==> src/rtl/core/dq_pkg.sv <==
// dq_pkg: shared types and codes for the double-ended queue
// operation and status codes, fixed field widths, result bundle
// no dependencies
`timescale 1ns / 1ps
`default_nettype none

package dq_pkg;

	localparam int OP_W        = 2;
	localparam int ST_W        = 2;
	localparam int VAL_W       = 32;
	localparam int OCC_W       = 5;
	localparam int IN_TDATA_W  = 32;
	localparam int OUT_TDATA_W = 40;
	localparam int IN_TUSER_W  = 8;
	localparam int OUT_TUSER_W = 8;

	localparam logic [OP_W-1:0] OP_PUSH_FRONT = 2'd0;
	localparam logic [OP_W-1:0] OP_POP_FRONT  = 2'd1;
	localparam logic [OP_W-1:0] OP_PUSH_REAR  = 2'd2;
	localparam logic [OP_W-1:0] OP_POP_REAR   = 2'd3;

	localparam logic [ST_W-1:0] ST_DONE  = 2'd0;
	localparam logic [ST_W-1:0] ST_EMPTY = 2'd1;
	localparam logic [ST_W-1:0] ST_FULL  = 2'd2;

	typedef struct packed {
		logic [ST_W-1:0]  status;
		logic             take;
		logic [OCC_W-1:0] occupancy;
	} result_t;

endpackage

`default_nettype wire

==> src/rtl/core/dq_ctrl.sv <==
// dq_ctrl: front index and element count of the ring, store addressing
// and the status of each operation
// depends on dq_pkg
`timescale 1ns / 1ps
`default_nettype none

module dq_ctrl #(
	parameter int DEPTH = 16
) (
	input  wire logic                     clk,
	input  wire logic                     arst_n,
	input  wire logic                     fire,
	input  wire logic [dq_pkg::OP_W-1:0]  op,
	output logic                          mem_we,
	output logic                          mem_re,
	output logic [$clog2(DEPTH)-1:0]      mem_addr,
	output dq_pkg::result_t               res
);

	localparam int AW = $clog2(DEPTH);
	localparam int CW = $clog2(DEPTH + 1);
	localparam int SW = CW + 1;
	localparam logic [SW-1:0] DEPTH_S = SW'(DEPTH);
	localparam logic [CW-1:0] DEPTH_C = CW'(DEPTH);
	localparam logic [AW-1:0] LAST_A  = AW'(DEPTH - 1);

	logic [AW-1:0] front_q, front_d;
	logic [CW-1:0] count_q, count_d;
	logic [SW-1:0] rear_sum, last_sum;
	logic [AW-1:0] rear_pos, last_pos, front_dec, front_inc;
	logic          we_raw, re_raw;

	always_comb begin
		rear_sum  = SW'(front_q) + SW'(count_q);
		last_sum  = rear_sum - SW'(1);
		rear_pos  = (rear_sum >= DEPTH_S) ? AW'(rear_sum - DEPTH_S) : AW'(rear_sum);
		last_pos  = (last_sum >= DEPTH_S) ? AW'(last_sum - DEPTH_S) : AW'(last_sum);
		front_dec = (front_q == '0) ? LAST_A : front_q - AW'(1);
		front_inc = (front_q == LAST_A) ? '0 : front_q + AW'(1);
	end

	always_comb begin
		front_d    = front_q;
		count_d    = count_q;
		we_raw     = 1'b0;
		re_raw     = 1'b0;
		mem_addr   = front_q;
		res.status = dq_pkg::ST_DONE;
		res.take   = 1'b0;
		unique case (op)
			dq_pkg::OP_PUSH_FRONT: begin
				if (count_q == DEPTH_C) begin
					res.status = dq_pkg::ST_FULL;
				end else begin
					front_d  = front_dec;
					mem_addr = front_dec;
					we_raw   = 1'b1;
					count_d  = count_q + CW'(1);
				end
			end
			dq_pkg::OP_PUSH_REAR: begin
				if (count_q == DEPTH_C) begin
					res.status = dq_pkg::ST_FULL;
				end else begin
					mem_addr = rear_pos;
					we_raw   = 1'b1;
					count_d  = count_q + CW'(1);
				end
			end
			dq_pkg::OP_POP_FRONT: begin
				if (count_q == '0) begin
					res.status = dq_pkg::ST_EMPTY;
				end else begin
					mem_addr = front_q;
					front_d  = front_inc;
					re_raw   = 1'b1;
					res.take = 1'b1;
					count_d  = count_q - CW'(1);
				end
			end
			dq_pkg::OP_POP_REAR: begin
				if (count_q == '0) begin
					res.status = dq_pkg::ST_EMPTY;
				end else begin
					mem_addr = last_pos;
					re_raw   = 1'b1;
					res.take = 1'b1;
					count_d  = count_q - CW'(1);
				end
			end
		endcase
		res.occupancy = dq_pkg::OCC_W'(count_d);
	end

	assign mem_we = fire & we_raw;
	assign mem_re = fire & re_raw;

	always_ff @(posedge clk or negedge arst_n) begin
		if (!arst_n) begin
			front_q <= '0;
			count_q <= '0;
		end else if (fire) begin
			front_q <= front_d;
			count_q <= count_d;
		end
	end

endmodule

`default_nettype wire

==> src/rtl/core/dq_store.sv <==
// dq_store: single-port element ring store, registered read data
// one access per cycle, read data valid the cycle after the read
// no dependencies
`timescale 1ns / 1ps
`default_nettype none

module dq_store #(
	parameter int DEPTH        = 16,
	parameter int ELEMENT_BITS = 32
) (
	input  wire logic                      clk,
	input  wire logic                      we,
	input  wire logic                      re,
	input  wire logic [$clog2(DEPTH)-1:0]  addr,
	input  wire logic [ELEMENT_BITS-1:0]   wdata,
	output logic [ELEMENT_BITS-1:0]        rdata
);

	logic [ELEMENT_BITS-1:0] mem_q [DEPTH];
	logic [ELEMENT_BITS-1:0] rdata_q;

	always_ff @(posedge clk) begin
		if (we) begin
			mem_q[addr] <= wdata;
		end
		if (re) begin
			rdata_q <= mem_q[addr];
		end
	end

	assign rdata = rdata_q;

endmodule

`default_nettype wire

==> src/rtl/core/double_ended_queue.sv <==
// double_ended_queue: bounded deque over a ring store
// result: presented in the cycle after the operation beat is taken
// throughput: one operation per cycle while the output is not stalled; one single-port store access each
// reset: front index and count cleared (deque empty); store contents undefined,
// no clearing pass, the deque is usable in the first cycle after reset
`timescale 1ns / 1ps
`default_nettype none

module double_ended_queue #(
	parameter int DEPTH        = 16,
	parameter int ELEMENT_BITS = 32
) (
	input  wire logic                               clk,
	input  wire logic                               arst_n,
	input  wire logic                               s_tvalid,
	output logic                                    s_tready,
	input  wire logic [dq_pkg::IN_TDATA_W-1:0]      s_tdata,  // item_value[31:0]
	input  wire logic [dq_pkg::IN_TUSER_W-1:0]      s_tuser,  // operation[1:0], zero pad
	output logic                                    m_tvalid,
	input  wire logic                               m_tready,
	output logic [dq_pkg::OUT_TDATA_W-1:0]          m_tdata,  // removed_value[31:0], occupancy[36:32], zero pad
	output logic [dq_pkg::OUT_TUSER_W-1:0]          m_tuser   // status[1:0], zero pad
);

	localparam int AW = $clog2(DEPTH);

	logic                    fire;
	logic                    mem_we, mem_re;
	logic [AW-1:0]           mem_addr;
	logic [ELEMENT_BITS-1:0] wdata, rdata;
	dq_pkg::result_t         res;
	dq_pkg::result_t         res_q;
	logic                    vld_q;
	logic [dq_pkg::VAL_W-1:0] removed;

	assign s_tready = !vld_q || m_tready;
	assign fire     = s_tvalid && s_tready;
	assign wdata    = ELEMENT_BITS'(s_tdata[dq_pkg::VAL_W-1:0]);

	dq_ctrl #(
		.DEPTH (DEPTH)
	) u_ctrl (
		.clk      (clk),
		.arst_n   (arst_n),
		.fire     (fire),
		.op       (s_tuser[dq_pkg::OP_W-1:0]),
		.mem_we   (mem_we),
		.mem_re   (mem_re),
		.mem_addr (mem_addr),
		.res      (res)
	);

	dq_store #(
		.DEPTH        (DEPTH),
		.ELEMENT_BITS (ELEMENT_BITS)
	) u_store (
		.clk   (clk),
		.we    (mem_we),
		.re    (mem_re),
		.addr  (mem_addr),
		.wdata (wdata),
		.rdata (rdata)
	);

	always_ff @(posedge clk or negedge arst_n) begin
		if (!arst_n) begin
			vld_q <= 1'b0;
		end else if (fire) begin
			vld_q <= 1'b1;
		end else if (m_tready) begin
			vld_q <= 1'b0;
		end
	end

	always_ff @(posedge clk) begin
		if (fire) begin
			res_q <= res;
		end
	end

	// store read data lands together with the registered result
	assign removed  = res_q.take ? dq_pkg::VAL_W'(rdata) : '0;
	assign m_tvalid = vld_q;
	assign m_tdata  = {{(dq_pkg::OUT_TDATA_W - dq_pkg::VAL_W - dq_pkg::OCC_W){1'b0}},
		res_q.occupancy, removed};
	assign m_tuser  = {{(dq_pkg::OUT_TUSER_W - dq_pkg::ST_W){1'b0}}, res_q.status};

endmodule

`default_nettype wire

==> config.mk <==
export PLATFORM = sky130hd
export DESIGN_NAME = double_ended_queue
export DESIGN_NICKNAME = d
export VERILOG_FILES = /design/src/rtl/core/dq_pkg.sv /design/src/rtl/core/dq_ctrl.sv /design/src/rtl/core/dq_store.sv /design/src/rtl/core/double_ended_queue.sv
export SDC_FILE = /design/constraint.sdc
export NUM_CORES = 1
export LEC_CHECK = 0
export BUFFER_PORTS_ARGS = -buffer_cell sky130_fd_sc_hd__buf_4
export CORE_UTILIZATION = 36
export CTS_CLUSTER_DIAMETER = 150
export DETAILED_ROUTE_END_ITERATION = 16
export PLACE_DENSITY = 0.5
export SETUP_SLACK_MARGIN = 0.5
export SYNTH_ARGS = -nofsm -noshare
export SYNTH_HDL_FRONTEND = slang
export SYNTH_HIERARCHICAL = 1
export SYNTH_SLANG_ARGS = --single-unit
==> constraint.sdc <==
create_clock -name clk -period 6.1 [get_ports clk]
set_input_delay 0.915 -clock clk [delete_from_list [all_inputs] [get_ports clk]]
set_output_delay 0.915 -clock clk [all_outputs]
set_load 0.02 [all_outputs]
[Word level (Yosys, flattened, before mapping)]
Memory sizes are Yosys's and may differ from the RTL's. A register that Yosys moved wholly into a read port is not among the register bits.
Index checks and enable logic that the tools add are counted.
W data, S select, Z words.
Word-level totals
  bits in latches: 0
  logic and storage cells: 61
  register bits after elaboration: 18
  bits in read-only memories: 0
  memories kept: 1
  input bits: 44
  output and inout port bits: 50
  RAM bits: 512
Cells by class
  shift operators: 0
  equal/unequal tests: 6
  magnitude comparators: 2
  multiplexer cells: 25
  $add $sub $neg: 8
  divide/modulo/power cells: 0
  reductions and logical operators: 11
  bitwise operators: 2
  $mul: 0
Memories
  u_store.mem_q: depth 16, width 32, rd ports 1, clocked after memory_dff 1, write ports 1, RTL line dq_store.sv:19  | logic [ELEMENT_BITS-1:0] mem_q [DEPTH];
Operators by type and width (number)
  $mux W32: 1
  $mux W4: 8
  $pmux W4 S4: 1
  $ge A6 B5 Y1 const B: 2
  $sub A4 B1 Y4 const B: 3
  $mux W5: 2
  $pmux W5 S2: 1
  $mux W1: 9
  $pmux W4 S2: 1
  $add A4 B5 Y6: 1
  $sub A6 B1 Y6 const B: 1
  $add A5 B1 Y5 const B: 1
  $eq A5 B5 Y1 const B: 1
  $logic_not A5 Y1: 1
  $sub A5 B1 Y5 const B: 1
  $add A4 B1 Y4 const B: 1
  $eq A2 B2 Y1 const B: 2
  $eq A4 B4 Y1 const B: 1
  $logic_not A4 Y1: 1
  $pmux W2 S2: 1
  $reduce_bool A2 Y1: 2
  $reduce_or A2 Y1: 2
  $reduce_and A3 Y1: 1
  $and A1 B1 Y1: 2
  other kinds (7): 7

[Longest topological paths before layout]
  word-level depth: 6
  gate-level depth with buffers: 14
  mapped depth without buffers: 11

[By module]
Netlist, hierarchy kept.
Modules (own cells, without submodules)
  dq_store: cells each 840, area each 20183.1 um2, seq. area each 16335.7 um2, times used 1
  dq_ctrl: cells each 156, area each 1193.6 um2, seq. area each 225.2 um2, times used 1
  double_ended_queue: cells each 64, area each 663.1 um2, seq. area each 265.3 um2, times used 1

[Least setup slack after synthesis]
OpenSTA, ideal clock, no wires.
  kind: reg-to-reg
  start point: register u_ctrl.count_q[0]
  end point: memory u_store.mem_q[0][0] (enable)
  library setup time: 0.461 ns
  cell stages (with the launch flop): 10
  buffers on the path: 0
  arrival time: 4.830 ns
  path slack: 0.809 ns
  clock period less this slack: 5.291 ns
  required time: 5.639 ns
  path through: dfrtp_1 -> ha_1 -> fa_1 -> xor2_1 -> o31a_1 -> or3b_1 -> nand3_1 -> a31oi_1 -> or3b_2 -> nor3_1
Between the ends
  word-level cells in the longest chain between the ends: 6
  elaborated cells between the ends (all ways): 19
  classes of those cells: add/sub (4); order compare (2); eq/ne (1); mux (10); bitwise (1); reduce/logical (1)
RTL lines
  start: declaration: RTL line dq_ctrl.sv:28  | logic [CW-1:0] count_q, count_d;
  start signal: assignment: RTL line dq_ctrl.sv:104  | count_q <= count_d;
  $add A4 B5 Y6: RTL line dq_ctrl.sv:34  | rear_sum = SW'(front_q) + SW'(count_q);
  $sub A6 B1 Y6: RTL line dq_ctrl.sv:35  | last_sum = rear_sum - SW'(1);
  $ge A6 B5 Y1 or $sub A4 B1 Y4 (tied branches): RTL line dq_ctrl.sv:37  | last_pos = (last_sum >= DEPTH_S) ? AW'(last_sum - DEPTH_S) : AW'(last_sum);
  $mux W4: RTL line dq_ctrl.sv:37
  $mux W4: RTL line dq_ctrl.sv:82  | if (count_q == '0) begin
  $pmux W4 S4 (*): RTL line dq_ctrl.sv:50  | unique case (op)
  via mem_addr[3]: RTL line double_ended_queue.sv:29  | logic [AW-1:0] mem_addr;
  end: declaration: RTL line dq_store.sv:19
The timed path passes the listed nets; every way through them passes the cells marked *.

[Worst setup path after layout]
  start point: register u_ctrl.front_q[0]
  end point: memory u_store.mem_q[9][6] (enable)
Between the ends
  word-level cells in the longest chain between the ends: 6
  elaborated cells between the ends (all ways): 15
  classes of those cells: add/sub (5); order compare (2); mux (7); reduce/logical (1)
RTL lines
  start: declaration: RTL line dq_ctrl.sv:27  | logic [AW-1:0] front_q, front_d;
  start signal: assignment: RTL line dq_ctrl.sv:103  | front_q <= front_d;
  $add A4 B5 Y6: RTL line dq_ctrl.sv:34
  $sub A6 B1 Y6: RTL line dq_ctrl.sv:35
  $ge A6 B5 Y1 or $sub A4 B1 Y4 (tied branches): RTL line dq_ctrl.sv:37
  $mux W4: RTL line dq_ctrl.sv:37
  $mux W4: RTL line dq_ctrl.sv:82
  $pmux W4 S4 (*): RTL line dq_ctrl.sv:50
  via mem_addr[3]: RTL line double_ended_queue.sv:29
Marks and branches as above.

==> implementation parameters <==
Parameter                              Value

STA
  RSZ-0062 raised after global routing    no
  Worst path setup slack after routing    1.14 ns
  Pins Over Slew Limit    0
  Post-route clock period utilization    0.813
  Total Neg Setup Slack    0 ns
  Final Hold Fails    0
  Clk_skew    around 0.018 ns
  Highest Clock Rate    0.202 GHz
  Worst slew margin relative to its limit    0.304
  Clock period minus worst slack    4.96 ns
  Setup Viol. Count Final    0
  Tightest Pin Transition    just over 1 ns

Pwr
  Switching pwr    approximately 3.6 mW
  Internal power    just over 8 mW
  Static leakage    8.30 nW
  Combinational Power Share    0.297
  Share of power burned in the clock network    0.300
  Largest vdd supply drop    449 µV
  Sw Share    0.304
  Cell area power density    457 nW/µm²
  Sequential power share    0.404

Routing
  Detailed-route wire length on metal 1    22,700 µm
  Mean routed wirelength per cell    24.9 µm
  Number of vias in the routed layout    ~11,000
  DR vias/cell    5.30
  Number of antenna-violating nets in the routed design    0
  DRC violation count after routing    0
  Starting DRC count in detailed routing    875
  Number of detailed-routing iterations run before antenna repair    5
  DRT Wirelength    49,600 µm
  Top layer used by detailed routing    met5
  Metal3 WL    2030 µm
  Routed length on met2    23,900 µm

GRT
  Pin count of the biggest net entering global routing    113
  Initial antenna violation count    1
  Overall Global Routing Usage    0.162
  Number of global-route vias before repair    between 10,000 and 15,000
  Wire length of the first global-routing pass    roughly 74,000 µm
  Total gr overflow    0

Run
  Count of max-cap constraint violations    0

Outcome
  Run status    complete, no violations

Synthesis
  Avg Cell Area, Syn    20.8 µm²
  Total standard cell area after synthesis    22,000 µm²
  Most instantiated flip-flop cell in the synthesis netlist    sky130_fd_sc_hd__edfxtp_1
  Sequential cell area fraction in the yosys report    0.763
  Number of distinct library cells after synthesis    56
  Number of enable flip-flop cells after synthesis    552
  Fraction of registers with async set or reset after synthesis    0.0178
  Synth warn    6
  Yosys reg bits    562
  Cells after Synth    1,060

Floorplanning
  Die area    between 60,000 and 70,000 µm²
  Initial Util    0.364
  Count of standard-cell rows    90
  Vertical extent of the die    249 µm
  Die Span X    249 µm
  I/O Pins    94
  Core outline area    60,500 µm²

Clocking
  Sink Count    about 560
  Number of gates given a new drive strength after cts    0
  CTS tree    yes
  Hold Buf Count CTS    0
  Number of buffers added by the clock tree synthesis step    57
  Clock latency of the later-clocked register in the worst-skew pair    ~0.62 ns
  Clock-pin slew reported for the worst setup and hold paths after clock tree synthesis    0.06 ns
  Root buffer cell    sky130_fd_sc_hd__clkbuf_16
  Number of buffers on the longest clock path    3
  Setup fix buffers added after clock tree synthesis    0
  H-tree lvl count    2

Worst setup path
  Sort of element at the start of the critical path    flip-flop
  Critical path class    flip-flop to flip-flop
  CP max FO    15
  Category of the worst setup path capture point    flip-flop
  WP data required    6.40 ns
  CP arrival    roughly 5.3 ns

Final layout
  Most frequent cells in the layout    552 x sky130_fd_sc_hd__edfxtp_1, 128 x sky130_fd_sc_hd__mux4_2, 107 x sky130_fd_sc_hd__buf_4
  Total of fill cells in the finished design    5,284
  Commonest non-fill, non-tap cell in the layout    sky130_fd_sc_hd__edfxtp_1
  NumNets Final    between 1,000 and 1,500
  Share of layout cells above drive strength 1    0.322
  Number of diodes    0
  Layout area overhead    16.3%

Place
  Quantity of I/O buffers inserted on ports    78
  GPL Wtd Cong    between 0.7 and 0.8
  Detailed placement HPWL    27,100 µm
  Post-Place Worst Slack    around 1.2 ns

Worst hold path
  Hold Path Class    input pin to asynchronous set/reset pin
## power by group through the flow
stage	combinational [mW]	clock (mW)	sequential (mW)
global route	3.79	3.74	4.76
global placement	3.56	0	4.81
finish	3.48	3.51	4.73
floorplan	2.56	0	4.74
detailed placement	3.55	0	4.81
CTS	3.56	3.61	4.73
## routing by layer
metal	vias to the layer above	global-route usage
met3	58	0.0290
met4	2	0.0406
met1	5721	0.230
met5	-	0
met2	209	0.259
li1	4586	-
## registers in the layout, summed over array words and instances, names as in the netlist
register	count
u_store/rdata	32
u_ctrl/front_q	4
res_q	1
m_tdata	5
u_ctrl/count_q	5
m_tvalid	1
m_tuser	2
u_store/mem_q	512
## final cells by class
cell class | instances | area (µm²) | share of cell area
clock buffers | 69 | 1490 | 0.0582
clock inverters | 39 | 392 | 0.0153
inverters | 11 | 41.3 | 0.00161
multi-input cells | 417 | 4930 | 0.193
flip-flops and latches | 562 | 16800 | 0.657
well taps | 782 | 978 | 0.0382
repair buffers | 115 | 963 | 0.0376
## cell families after synthesis
kind of cell	synth area share
other	0.000170
buffers and inverters	0.0216
adder cells (fa/ha/maj)	0.00602
multiplexers	0.134
XOR/XNOR	0.00159
AO/OA/AOI/OAI	0.0372
flip-flops	0.763
AND/OR/NAND/NOR	0.0355
## critical path, cell delays in order, from the launching register on
cell                       delay [ns]
sky130_fd_sc_hd__dfrtp_1         0.52
sky130_fd_sc_hd__ha_1            0.30
sky130_fd_sc_hd__fa_1            0.38
sky130_fd_sc_hd__xor2_1          0.20
sky130_fd_sc_hd__o31a_1          0.28
sky130_fd_sc_hd__or3b_1          0.39
sky130_fd_sc_hd__a21o_1          0.19
sky130_fd_sc_hd__a31oi_1         0.82
sky130_fd_sc_hd__nand3b_1        0.52
sky130_fd_sc_hd__nor2_4          0.68
sky130_fd_sc_hd__buf_4           0.36
## synth_stat cells, types with 10 or more instances
cell	number	area, µm²
sky130_fd_sc_hd__inv_1	10	37.5
sky130_fd_sc_hd__mux4_2	128	2880
sky130_fd_sc_hd__edfxtp_1	552	16600
sky130_fd_sc_hd__clkbuf_1	34	128
sky130_fd_sc_hd__a21oi_1	15	75.1
sky130_fd_sc_hd__a22oi_1	65	488
sky130_fd_sc_hd__o21ai_0	11	55.1
sky130_fd_sc_hd__nor2_1	27	101
sky130_fd_sc_hd__buf_2	15	75.1
sky130_fd_sc_hd__and2_2	32	240
sky130_fd_sc_hd__nand2_1	42	158
sky130_fd_sc_hd__dfrtp_1	10	250
sky130_fd_sc_hd__buf_4	18	135
## stage by stage
| stage | hold WS [ns] | area [µm²] | utilization | instances | power (mW) |
|---|---|---|---|---|---|
| after floorplan | 0.554 | 22100 | - | 1068 | 7.30 |
| after global placement | 0.508 | 23700 | 0.393 | 1887 | 8.37 |
| after detailed placement | 0.529 | 23700 | 0.393 | 1887 | 8.37 |
| after CTS | 0.107 | 25600 | 0.424 | 1995 | 11.9 |
| after global routing | 0.121 | 25600 | 0.424 | 1995 | 12.3 |
| final | 0.137 | 25600 | 0.424 | 1995 | 11.7 |
## final timing paths
check	startpoint	end	slack, ns	cells past startpoint
hold reg to reg	m_tvalid	m_tvalid	0.54	2
setup reg to reg	u_ctrl/front_q[0]	u_store/mem_q[9][6]	1.14	10
max in group asynchronous	arst_n	m_tvalid	5.80	1
hold / removal	arst_n	u_ctrl/front_q[1]	0.14	1
min in group clk	s_tvalid	m_tvalid	0.51	2
setup / recovery	u_ctrl/front_q[0]	u_store/mem_q[9][6]	1.14	10
Power figures use the tool's default switching activity.
